===== src/rtl/krd_pkg.sv =====
`default_nettype none
// ----------------------------------------------------------------------------
// krd_pkg
// Shared types and codes of the keyed record dispatcher: input and result
// words, status codes, action codes and the records passed between modules.
// ----------------------------------------------------------------------------
package krd_pkg;

    localparam int MAX_RESULTS = 64;
    localparam int CAP_W       = 5;
    localparam logic [CAP_W-1:0] CAP_RESET = 5'd16;

    localparam logic ACT_ATTACH = 1'b0;
    localparam logic ACT_BYTE   = 1'b1;

    typedef logic [2:0] status_t;

    localparam status_t ST_OK              = 3'd0;
    localparam status_t ST_FULL            = 3'd1;
    localparam status_t ST_INVALID_KEY     = 3'd2;
    localparam status_t ST_INVALID_PAYLOAD = 3'd3;
    localparam status_t ST_NO_HANDLERS     = 3'd4;
    localparam status_t ST_NOT_FOUND       = 3'd5;

    typedef struct packed {
        logic       action;
        logic [7:0] key;
        logic [7:0] package_byte;
        logic       last;
    } krd_in_t;

    typedef struct packed {
        logic        is_dispatch;
        logic [3:0]  handler_slot;
        logic [15:0] value;
        status_t     status;
        logic        end_of_run;
    } krd_out_t;

    typedef struct packed {
        status_t    status;
        logic [3:0] slot;
    } attach_res_t;

    typedef struct packed {
        logic       bad;
        logic [7:0] len;
    } pkt_end_t;

endpackage
`default_nettype wire


===== src/rtl/keyed_record_dispatcher.sv =====
`default_nettype none
// ----------------------------------------------------------------------------
// keyed_record_dispatcher
// Attaches keys to a handler table, buffers package bytes and, at the last
// byte, walks the package record by record, looking each key up in the table.
//
//   port group   dir   handshake          word
//   s_*          in    s_valid/s_ready    krd_in_t
//   m_*          out   m_valid/m_ready    krd_out_t
//   cfg_*        in    cfg_wr_en          table_capacity (5 bits)
//
// non-last package bytes: one per cycle, no result
// attach and failed package checks: one result, held in res_reg, then registered to m_data
// each record: S_RD0 to S_RD3 read key and value, S_SRCH probes key table entries, S_EMIT sends
// input is held off from an attach or a last byte until its final result is registered
// no clearing pass after reset; a busy result register stalls the walk and the input
// ----------------------------------------------------------------------------
module keyed_record_dispatcher
    import krd_pkg::*;
#(
    parameter int MAX_HANDLERS      = 16,
    parameter int MAX_PACKAGE_BYTES = 192
) (
    input  wire              aclk,
    input  wire              aresetn,
    input  wire              s_valid,
    output logic             s_ready,
    input  krd_in_t          s_data,
    output logic             m_valid,
    input  wire              m_ready,
    output krd_out_t         m_data,
    input  wire              cfg_wr_en,
    input  wire  [CAP_W-1:0] cfg_wr_data
);

    localparam int KAW = (MAX_HANDLERS > 1) ? $clog2(MAX_HANDLERS) : 1;
    localparam int HCW = $clog2(MAX_HANDLERS + 1);
    localparam int RW  = $clog2(MAX_RESULTS + 1);

    localparam logic [2:0] S_IDLE = 3'd0;
    localparam logic [2:0] S_EMIT = 3'd1;
    localparam logic [2:0] S_RD0  = 3'd2;
    localparam logic [2:0] S_RD1  = 3'd3;
    localparam logic [2:0] S_RD2  = 3'd4;
    localparam logic [2:0] S_RD3  = 3'd5;
    localparam logic [2:0] S_SRCH = 3'd6;

    logic [2:0]     state_reg, state_next;
    logic [7:0]     pos_reg, pos_next;
    logic [7:0]     len_reg, len_next;
    logic [RW-1:0]  n_reg, n_next;
    logic [KAW-1:0] idx_reg, idx_next;
    logic [7:0]     rec_key_reg, rec_key_next;
    logic [15:0]    val_reg, val_next;
    krd_out_t       res_reg, res_next;
    logic           more_reg, more_next;
    logic           m_valid_reg, m_valid_next;
    krd_out_t       m_data_reg, m_data_next;

    logic           s_accept;
    logic           out_free;
    logic           rec_done;
    attach_res_t    attach_res;
    logic [HCW-1:0] handler_count;
    logic [KAW-1:0] key_rd_addr;
    logic [7:0]     key_rd;
    pkt_end_t       pkt_end;
    logic [7:0]     pkt_rd_pos;
    logic [7:0]     pkt_rd_byte;

    assign s_ready  = (state_reg == S_IDLE);
    assign s_accept = s_valid && s_ready;
    assign out_free = !m_valid_reg || m_ready;
    assign m_valid  = m_valid_reg;
    assign m_data   = m_data_reg;

    krd_key_table #(
        .MAX_HANDLERS (MAX_HANDLERS)
    ) u_key_table (
        .aclk          (aclk),
        .aresetn       (aresetn),
        .cfg_wr_en     (cfg_wr_en),
        .cfg_wr_data   (cfg_wr_data),
        .attach_en     (s_accept && (s_data.action == ACT_ATTACH)),
        .attach_key    (s_data.key),
        .attach_res    (attach_res),
        .handler_count (handler_count),
        .rd_addr       (key_rd_addr),
        .rd_key        (key_rd)
    );

    krd_pkt_buffer #(
        .MAX_PACKAGE_BYTES (MAX_PACKAGE_BYTES)
    ) u_pkt_buffer (
        .aclk    (aclk),
        .aresetn (aresetn),
        .wr_en   (s_accept && (s_data.action == ACT_BYTE)),
        .wr_byte (s_data.package_byte),
        .wr_last (s_data.last),
        .pkt_end (pkt_end),
        .rd_pos  (pkt_rd_pos),
        .rd_byte (pkt_rd_byte)
    );

    always_comb begin
        unique case (state_reg)
            S_RD1:   pkt_rd_pos = pos_reg + 8'd1;
            S_RD2:   pkt_rd_pos = pos_reg + 8'd2;
            default: pkt_rd_pos = pos_reg;
        endcase
        key_rd_addr = (state_reg == S_SRCH) ? idx_reg + KAW'(1) : '0;
    end

    always_comb begin
        state_next   = state_reg;
        pos_next     = pos_reg;
        len_next     = len_reg;
        n_next       = n_reg;
        idx_next     = idx_reg;
        rec_key_next = rec_key_reg;
        val_next     = val_reg;
        res_next     = res_reg;
        more_next    = more_reg;
        m_valid_next = m_valid_reg && !m_ready;
        m_data_next  = m_data_reg;
        rec_done     = (pos_reg + 8'd3 >= len_reg) || (n_reg + RW'(1) == RW'(MAX_RESULTS));

        unique case (state_reg)
            S_IDLE: begin
                if (s_accept) begin
                    if (s_data.action == ACT_ATTACH) begin
                        res_next   = '{1'b0, attach_res.slot, 16'd0, attach_res.status, 1'b1};
                        more_next  = 1'b0;
                        state_next = S_EMIT;
                    end else if (s_data.last) begin
                        pos_next  = '0;
                        n_next    = '0;
                        len_next  = pkt_end.len;
                        more_next = 1'b0;
                        if (pkt_end.bad) begin
                            res_next   = '{1'b0, 4'd0, 16'd0, ST_INVALID_PAYLOAD, 1'b1};
                            state_next = S_EMIT;
                        end else if (handler_count == '0) begin
                            res_next   = '{1'b0, 4'd0, 16'd0, ST_NO_HANDLERS, 1'b1};
                            state_next = S_EMIT;
                        end else begin
                            state_next = S_RD0;
                        end
                    end
                end
            end
            S_RD0: begin
                state_next = S_RD1;
            end
            S_RD1: begin
                rec_key_next = pkt_rd_byte;
                state_next   = S_RD2;
            end
            S_RD2: begin
                val_next[15:8] = pkt_rd_byte;
                state_next     = S_RD3;
            end
            S_RD3: begin
                val_next[7:0] = pkt_rd_byte;
                idx_next      = '0;
                state_next    = S_SRCH;
            end
            S_SRCH: begin
                if (key_rd == rec_key_reg) begin
                    res_next   = '{1'b1, 4'(idx_reg), val_reg, ST_OK, rec_done};
                    more_next  = !rec_done;
                    n_next     = n_reg + RW'(1);
                    state_next = S_EMIT;
                end else if (HCW'(idx_reg) + HCW'(1) < handler_count) begin
                    idx_next = idx_reg + KAW'(1);
                end else begin
                    res_next   = '{1'b0, 4'd0, 16'd0, ST_NOT_FOUND, 1'b1};
                    more_next  = 1'b0;
                    state_next = S_EMIT;
                end
            end
            S_EMIT: begin
                if (out_free) begin
                    m_valid_next = 1'b1;
                    m_data_next  = res_reg;
                    if (more_reg) begin
                        pos_next   = pos_reg + 8'd3;
                        state_next = S_RD0;
                    end else begin
                        state_next = S_IDLE;
                    end
                end
            end
            default: begin
                state_next = S_IDLE;
            end
        endcase
    end

    always_ff @(posedge aclk) begin
        if (!aresetn) begin
            state_reg   <= S_IDLE;
            m_valid_reg <= 1'b0;
        end else begin
            state_reg   <= state_next;
            m_valid_reg <= m_valid_next;
        end
    end

    always_ff @(posedge aclk) begin
        pos_reg     <= pos_next;
        len_reg     <= len_next;
        n_reg       <= n_next;
        idx_reg     <= idx_next;
        rec_key_reg <= rec_key_next;
        val_reg     <= val_next;
        res_reg     <= res_next;
        more_reg    <= more_next;
        m_data_reg  <= m_data_next;
    end

endmodule
`default_nettype wire


===== src/rtl/krd_key_table.sv =====
`default_nettype none
// ----------------------------------------------------------------------------
// krd_key_table
// Handler key memory with attach logic, handler count and capacity register.
// One synchronous read port for the key search.
// ----------------------------------------------------------------------------
module krd_key_table
    import krd_pkg::*;
#(
    parameter  int MAX_HANDLERS = 16,
    localparam int KAW = (MAX_HANDLERS > 1) ? $clog2(MAX_HANDLERS) : 1,
    localparam int HCW = $clog2(MAX_HANDLERS + 1)
) (
    input  wire                    aclk,
    input  wire                    aresetn,
    input  wire                    cfg_wr_en,
    input  wire  [CAP_W-1:0]       cfg_wr_data,
    input  wire                    attach_en,
    input  wire  [7:0]             attach_key,
    output attach_res_t            attach_res,
    output logic [HCW-1:0]         handler_count,
    input  wire  [KAW-1:0]         rd_addr,
    output logic [7:0]             rd_key
);

    localparam int CW = (HCW > CAP_W) ? HCW : CAP_W;

    logic [7:0]       mem [MAX_HANDLERS];
    logic [CAP_W-1:0] cap_reg, cap_next;
    logic [HCW-1:0]   count_reg, count_next;
    logic [CW-1:0]    cap_ext, cap_eff;
    logic             full;
    logic             wr;

    always_comb begin
        cap_ext = CW'(cap_reg);
        cap_eff = (cap_ext > CW'(MAX_HANDLERS)) ? CW'(MAX_HANDLERS) : cap_ext;
        full    = CW'(count_reg) >= cap_eff;
        if (full) begin
            attach_res.status = ST_FULL;
        end else if (attach_key == 8'd0) begin
            attach_res.status = ST_INVALID_KEY;
        end else begin
            attach_res.status = ST_OK;
        end
        wr              = attach_en && (attach_res.status == ST_OK);
        attach_res.slot = (attach_res.status == ST_OK) ? 4'(count_reg) : 4'd0;
        count_next      = count_reg + HCW'(wr);
        cap_next        = cfg_wr_en ? cfg_wr_data : cap_reg;
    end

    assign handler_count = count_reg;

    always_ff @(posedge aclk) begin
        if (!aresetn) begin
            cap_reg   <= CAP_RESET;
            count_reg <= '0;
        end else begin
            cap_reg   <= cap_next;
            count_reg <= count_next;
        end
    end

    always_ff @(posedge aclk) begin
        if (wr) begin
            mem[count_reg[KAW-1:0]] <= attach_key;
        end
        rd_key <= mem[rd_addr];
    end

endmodule
`default_nettype wire


===== src/rtl/krd_pkt_buffer.sv =====
`default_nettype none
// ----------------------------------------------------------------------------
// krd_pkt_buffer
// Package byte memory with fill count, length phase and overflow flag.
// Reports the package checks at the last byte; one synchronous read port.
// ----------------------------------------------------------------------------
module krd_pkt_buffer
    import krd_pkg::*;
#(
    parameter  int MAX_PACKAGE_BYTES = 192,
    localparam int AW = $clog2(MAX_PACKAGE_BYTES)
) (
    input  wire        aclk,
    input  wire        aresetn,
    input  wire        wr_en,
    input  wire  [7:0] wr_byte,
    input  wire        wr_last,
    output pkt_end_t   pkt_end,
    input  wire  [7:0] rd_pos,
    output logic [7:0] rd_byte
);

    logic [7:0] mem [MAX_PACKAGE_BYTES];
    logic [7:0] count_reg, count_next;
    logic [1:0] phase_reg, phase_next;
    logic       ovf_reg, ovf_next;
    logic       room;
    logic       store;
    logic [7:0] count_inc;
    logic [1:0] phase_inc;

    always_comb begin
        room      = count_reg < 8'(MAX_PACKAGE_BYTES);
        store     = wr_en && room;
        count_inc = count_reg + 8'd1;
        phase_inc = (phase_reg == 2'd2) ? 2'd0 : phase_reg + 2'd1;

        pkt_end.len = room ? count_inc : count_reg;
        pkt_end.bad = !room || ovf_reg || ((room ? phase_inc : phase_reg) != 2'd0);

        count_next = count_reg;
        phase_next = phase_reg;
        ovf_next   = ovf_reg;
        if (wr_en) begin
            if (wr_last) begin
                count_next = '0;
                phase_next = '0;
                ovf_next   = 1'b0;
            end else if (room) begin
                count_next = count_inc;
                phase_next = phase_inc;
            end else begin
                ovf_next = 1'b1;
            end
        end
    end

    always_ff @(posedge aclk) begin
        if (!aresetn) begin
            count_reg <= '0;
            phase_reg <= '0;
            ovf_reg   <= 1'b0;
        end else begin
            count_reg <= count_next;
            phase_reg <= phase_next;
            ovf_reg   <= ovf_next;
        end
    end

    always_ff @(posedge aclk) begin
        if (store) begin
            mem[count_reg[AW-1:0]] <= wr_byte;
        end
        rd_byte <= mem[rd_pos[AW-1:0]];
    end

endmodule
`default_nettype wire

===== config.mk =====
export PLATFORM = sky130hd
export DESIGN_NAME = keyed_record_dispatcher
export DESIGN_NICKNAME = d
export VERILOG_FILES = /design/src/rtl/krd_pkg.sv /design/src/rtl/keyed_record_dispatcher.sv /design/src/rtl/krd_key_table.sv /design/src/rtl/krd_pkt_buffer.sv
export SDC_FILE = /design/constraint.sdc
export NUM_CORES = 2
export LEC_CHECK = 0
export BUFFER_PORTS_ARGS = -buffer_cell sky130_fd_sc_hd__clkbuf_2
export CAP_MARGIN = 20
export CORE_MARGIN = 2
export CORE_UTILIZATION = 50
export DETAILED_ROUTE_END_ITERATION = 8
export GPL_TIMING_DRIVEN = 0
export PLACE_DENSITY = 0.65
export REMOVE_ABC_BUFFERS = 1
export SLEW_MARGIN = 10
export SYNTH_ARGS = -nofsm -noshare
export SYNTH_HDL_FRONTEND = slang
export SYNTH_HIERARCHICAL = 1
export SYNTH_SLANG_ARGS = --single-unit
export TNS_END_PERCENT = 30

===== constraint.sdc =====
create_clock -name aclk -period 4.7 [get_ports aclk]
set_input_delay 0.235 -clock aclk [delete_from_list [all_inputs] [get_ports aclk]]
set_output_delay 0.235 -clock aclk [all_outputs]
set_load 0.005 [all_outputs]

# ---- Word level (Yosys, flattened, before mapping)
# Memory sizes are Yosys's and may differ from the RTL's. A register that Yosys moved wholly into a read port is not among the register bits.
# Cells that the tools add are included.
dict set report totals {
  ff_bits 127
  ram_bits 1664
  input_bits 28
  out_inout_bits 27
  elab_cells 151
  memories 2
}
dict set report op_classes {
  n_addsub 9
  order_cmp 5
  eq_ne 21
  muxes 57
  bitwise 1
  reduce_logical 31
}
# memory depth word_bits rd rd_clocked_by_memory_dff write_ports line_no
set mem_list {}
lappend mem_list {u_pkt_buffer.mem 192 8 1 1 1 krd_pkt_buffer.sv:23} ;# logic [7:0] mem [MAX_PACKAGE_BYTES];
lappend mem_list {u_key_table.mem 16 8 1 1 1 krd_key_table.sv:28} ;# logic [7:0] mem [MAX_HANDLERS];
# operator count
set op_table {}
lappend op_table {{two-way mux 25 bit} 7}
lappend op_table {{two-way mux 8 bit} 7}
lappend op_table {{case mux 25 bit (2 select lines)} 1}
lappend op_table {{case mux 8 bit (2 select lines)} 2}
lappend op_table {{two-way mux 7 bit} 4}
lappend op_table {{two-way mux 3 bit} 7}
lappend op_table {{case mux 3 bit (7 select lines)} 1}
lappend op_table {{adder 8 x 1 -> 8 bit, second input constant} 2}
lappend op_table {{adder 8 x 2 -> 8 bit, second input constant} 2}
lappend op_table {{two-way mux 4 bit} 4}
lappend op_table {{two-way mux 2 bit} 7}
lappend op_table {{case mux 7 bit (2 select lines)} 1}
lappend op_table {{two-way mux 1 bit} 13}
lappend op_table {{AND reduction 4 bit} 3}
lappend op_table {{!= test 2 x 1 -> 1 bit, second input constant} 5}
lappend op_table {{AND reduction 5 bit} 2}
lappend op_table {{== test 3 bit, second input constant} 3}
lappend op_table {{== test 8 bit} 1}
lappend op_table {{greater-or-equal comparator 8 bit} 1}
lappend op_table {{logical NOT 8 bit} 1}
lappend op_table {{less-than comparator 8 bit, second input constant} 1}
lappend op_table {{!= test 2 bit, second input constant} 4}
lappend op_table {{case mux 4 bit (2 select lines)} 1}
lappend op_table {{nonzero test 2 bit} 4}
lappend op_table {{other kinds (25)} 40}

# ---- Longest topological paths before layout
dict set report depth {
  ltp_word 10
  mapped_depth 17
  mapped_depth_nobuf 12
}

# ---- By module
# Netlist, hierarchy kept.
# mod instances cells_each area_each_um2 seq_area_each_um2
set modules_own_cells {}
lappend modules_own_cells {krd_pkt_buffer 1 2966 60698.2 46504.6}
lappend modules_own_cells {krd_key_table 1 305 5819.3 4204.0}
lappend modules_own_cells {keyed_record_dispatcher 1 328 4596.9 3143.0}

# ---- Worst setup path before layout
# OpenSTA, ideal clock, no wires.
dict set report synth_path {
  kind {reg-to-reg}
  startpoint {register idx_reg[0]}
  endpoint {register res_reg[0] (netlist name) (enable)}
  arrival_ns 3.228
  path_slack_ns 1.034
  path_stages_with_launch 8
  path_buffers 0
  path_cell_list {edfxtp_1 -> ha_1 -> ha_1 -> a21boi_0 -> o21ai_0 -> a21oi_1 -> nor3_1 -> nor3_1}
}
dict set report synth_via {
  elab_chain_cells 4
}
# item line_no
set synth_lines {}
lappend synth_lines {{start, declared} keyed_record_dispatcher.sv:52} ;# logic [KAW-1:0] idx_reg, idx_next;
lappend synth_lines {{start signal, assigned} keyed_record_dispatcher.sv:214} ;# idx_reg <= idx_next;
lappend synth_lines {{adder 4 x 1 -> 5 bit} keyed_record_dispatcher.sv:174} ;# end else if (HCW'(idx_reg) + HCW'(1) < handler_count) begin
lappend synth_lines {{less-than comparator 5 bit} keyed_record_dispatcher.sv:174}
lappend synth_lines {{!= test 3 bit (no source line)} n/a}
lappend synth_lines {{AND reduction 5 bit (no source line)} n/a}
lappend synth_lines {{end signal, assigned} keyed_record_dispatcher.sv:217} ;# res_reg <= res_next;
lappend synth_lines {{end, declared} keyed_record_dispatcher.sv:55} ;# krd_out_t res_reg, res_next;
# No other way between the ends.
# A chain may end at the register's enable or synchronous reset.

# ---- Final worst setup path
dict set report layout_path {
  startpoint {register pos_reg[0]}
  endpoint {register u_pkt_buffer.rd_byte[7] (read register of u_pkt_buffer.mem)}
}
dict set report layout_via {
  elab_chain_cells 2
  word_cells_on_any_way 3
  classes_between {add/sub (2); mux (1)}
}
# item line_no
set layout_lines {}
lappend layout_lines {{start, declared} keyed_record_dispatcher.sv:49} ;# logic [7:0] pos_reg, pos_next;
lappend layout_lines {{start signal, assigned} keyed_record_dispatcher.sv:211} ;# pos_reg <= pos_next;
lappend layout_lines {{adder 8 x 2 -> 8 bit or adder 8 x 1 -> 8 bit (tied branches)} {keyed_record_dispatcher.sv:108, keyed_record_dispatcher.sv:107}}
lappend layout_lines {{case mux 8 bit (2 select lines) (*)} keyed_record_dispatcher.sv:106} ;# unique case (state_reg)
lappend layout_lines {{named net pkt_rd_pos[1]} keyed_record_dispatcher.sv:68} ;# logic [7:0] pkt_rd_pos;
lappend layout_lines {{end, declared} krd_pkt_buffer.sv:20} ;# output logic [7:0] rd_byte
# The timed path passes the listed nets; every way through them passes the cells marked *.

==> metrics.txt <==
critical path, cell by cell=inv_1 -> ha_1 -> inv_1 -> nand3_1 -> o21ai_1 -> a21oi_4 -> buf_12 -> buf_16 -> buf_16 -> buf_16 -> nand2b_2 -> o221ai_1 -> o22ai_1 -> o21ai_0 -> o31ai_1 -> o211ai_1; worst-case reg-to-reg path depth=16; Max Slew Vio Count=0; endpoint required time on the critical path=approximately 5.4 ns; maximum number of pins on one net before global-route repair=112; average instance area after synthesis=a little under 20 µm²; global route overflow=0; total wire length after detailed routing=approximately 160000 µm; logic gate share of total power=under 10%; # nets final=slightly below 4000; maximum clock rate=around 220 MHz; Pwr Density=a little over 400 nW/µm²; capturing element type of the critical path=register; leakage dissipation=25.7 nW; CP max FO=32; maximum resistive drop on vdd=between 0.4 and 0.5 mV; commonest cells after routing, fill and taps aside=sky130_fd_sc_hd__edfxtp_1, sky130_fd_sc_hd__mux4_2, sky130_fd_sc_hd__nor2_1; max reg flops=~1500; most common library cell in the layout ignoring fill and taps=sky130_fd_sc_hd__edfxtp_1; largest area contributor in the synthesized netlist=sky130_fd_sc_hd__edfxtp_1; most frequent cell on the critical path=sky130_fd_sc_hd__buf_16; number of H-tree levels=4; number of flops mapped to enable cells by yosys=1766; run status=finished clean; flop and latch count out of synthesis=roughly 1800; routability cong.=0.851; Clock power frac=around 40%; Cell Rows=about 140; post-detailed-route via-to-cell ratio=6.08; number of DRC markers in iteration 0=approximately 3800; latest clock arrival within the worst-skew pair=approximately 0.82 ns; hold-critical path depth=1; HPWL Detailed=around 100000 µm; overall die height=~380 µm; quantity of I/O buffers inserted on ports=54; CTS tree=done; CTS max path bufs=3; Worst slew margin=~27%; FFs w/ async S/R, synth=0%; Max-Cap Viols=0; clock transition at the registers of the reported paths=~0.060 ns; Routed Antenna Nets=0; mapped cell area=a little over 70000 µm²; via count=~35000; Avg WL per Cell=27.6 µm; initial antenna violation count=6; sequential share of power=a little over half; slew at the pin closest to its max-slew limit=around 1.1 ns; final number of hold-violating endpoints=0; Inserted Clock Buffers=176; net switching power of the design=roughly 7 mW; Yosys cell types=around 70; Layout area overhead=14.2%; first-pass GRT wire length=between 200000 and 250000 µm; standard cell with the maximum stage delay on the critical path=sky130_fd_sc_hd__nand2b_2; Chip Width=roughly 380 µm; setup violators final=0; number of antenna cells inserted=0; Total GRT Usage=between 20% and 30%; Clock Tree Root=sky130_fd_sc_hd__clkbuf_16; arrival time of data at the critical path endpoint=5.24 ns; share of the synthesized area in the top cell type=roughly three quarters; Post-Route Setup TNS=0 ns; shortest clock period the worst path allows after layout=~4.6 ns; gate count after technology mapping=roughly 3600; Tot Pwr=33.3 mW; path category of the worst min-delay check=in2reg; drt first pass iters=6; clk sinks=~1800; via count of the first global-routing pass=35232; number of warning messages in the yosys log=6; Fin Clk Skew=between 0.02 and 0.03 ns; initial standard-cell utilization of the core=~50%; Die Outline Area=~150000 µm²; internal portion of total power=approximately 26 mW; top cells by area in the synthesized netlist=sky130_fd_sc_hd__edfxtp_1, sky130_fd_sc_hd__mux4_2, sky130_fd_sc_hd__mux2i_1; # IOs=55; Crit Path Class=reg2reg; number of remaining DRC errors=0; placeable core region=141000 µm²; Primary FF master, synth=sky130_fd_sc_hd__edfxtp_1; share of the yosys chip area belonging to registers=about three quarters; CP Launch Type=register; highest cell delay on the worst timing path=between 0.5 and 0.6 ns; switching portion of total power=a little over a fifth; share of the clock period used by the worst path after layout=between 90% and 100%; fraction of final layout cells sized beyond drive strength 1=a little over a fifth
-- power groups by stage --
stage | Sequential (mW) | Combinational (mW) | Clock, mW
floorplan | 18.1 | 2.37 | 0
global placement | 18.2 | 3.72 | 0
detailed placement | 18.2 | 2.12 | 0
CTS | 17.8 | 2.19 | 13.6
global route | 17.8 | 2.33 | 14.2
finish | 17.8 | 2.21 | 13.3
-- cells by family (layout without fill, tap and decap cells) --
group                      count (synthesis)  count (layout)  share of synthesized area [%]
AOI/OAI and AO/OA                        324             324                           3.18
xor gates and xnor gates                  33              33                          0.406
adders and majority gates                 29              29                          0.510
buffers and inverters                    231             571                           1.63
DFF                                     1807            1807                           75.7
muxes                                    566             566                           14.5
other                                      1               1                        0.00527
and+or+nand+nor                          608             608                           4.00
-- cell usage after synthesis, drive strengths merged, types with 44 or more instances --
cell and number:
a21oi 59, a22oi 60, and2 44, buf 108, clkbuf 95, edfxtp 1766
mux2i 181, mux4 367, nand2 122, nand3 65, nor2 231, nor2b 45
-- stage by stage --
stage | setup WS (ns) | cell area [µm²] | hold slack [ns] | utilization, % | instances
global route | -0.000785 | 81200 | 0.0613 | 57.4 | 5829
floorplan | -39.52 | 70000 | 0.334 | - | 3393
global placement | -67.08 | 72700 | 0.402 | 51.4 | 5337
detailed placement | -1.32 | 75200 | 0.405 | 53.2 | 5474
CTS | 0.00170 | 81100 | 0.00217 | 57.3 | 5828
finish | 0.135 | 81200 | 0.0316 | 57.4 | 5829
-- cell type report --
class | count | area [µm²]
fillers | 10298 | 60200
clock inverters | 81 | 681
multi-input cells | 1561 | 16500
well taps | 1890 | 2360
repair buffers | 225 | 2950
clock buffers | 240 | 4750
flip-flops and latches | 1807 | 53900
inverters | 25 | 97.6
-- worst paths after layout --
| kind | from | endpoint | slack [ns] |
|---|---|---|---|
| worst min register to register | res_reg[19] | m_data[19] | 0.42 |
| worst max-delay path | pos_reg[0] | u_pkt_buffer/rd_byte[7] | 0.14 |
| worst min-delay path | s_data[3] | u_pkt_buffer/mem[1][2] | 0.03 |
| worst max register to register | pos_reg[0] | u_pkt_buffer/rd_byte[7] | 0.14 |
-- critical path: cells and delay by family, from the launching register on --
kind	cells	cell delay (ns)
buf+inv	6	0.98
simple gates	2	0.65
compound gates	7	2.06
fa+ha+maj	1	0.28
flops	1	0.41
-- layer usage --
layer,share of wire (%),wire length [µm],track usage (%)
met1,42,67400,32.0
met2,47,75900,34.4
met3,7.9,12700,4.37
met4,3.1,4950,7.69
met5,0.048,78,0
-- what timing repair did --
item,CTS,global route
buffers inserted,9,0
gates resized for setup,24,23
setup endpoints to repair,72,8
pin swaps,8,7
hold buffers,25,0
hold endpoints to repair,179,0
Power figures use the tool's default switching activity.
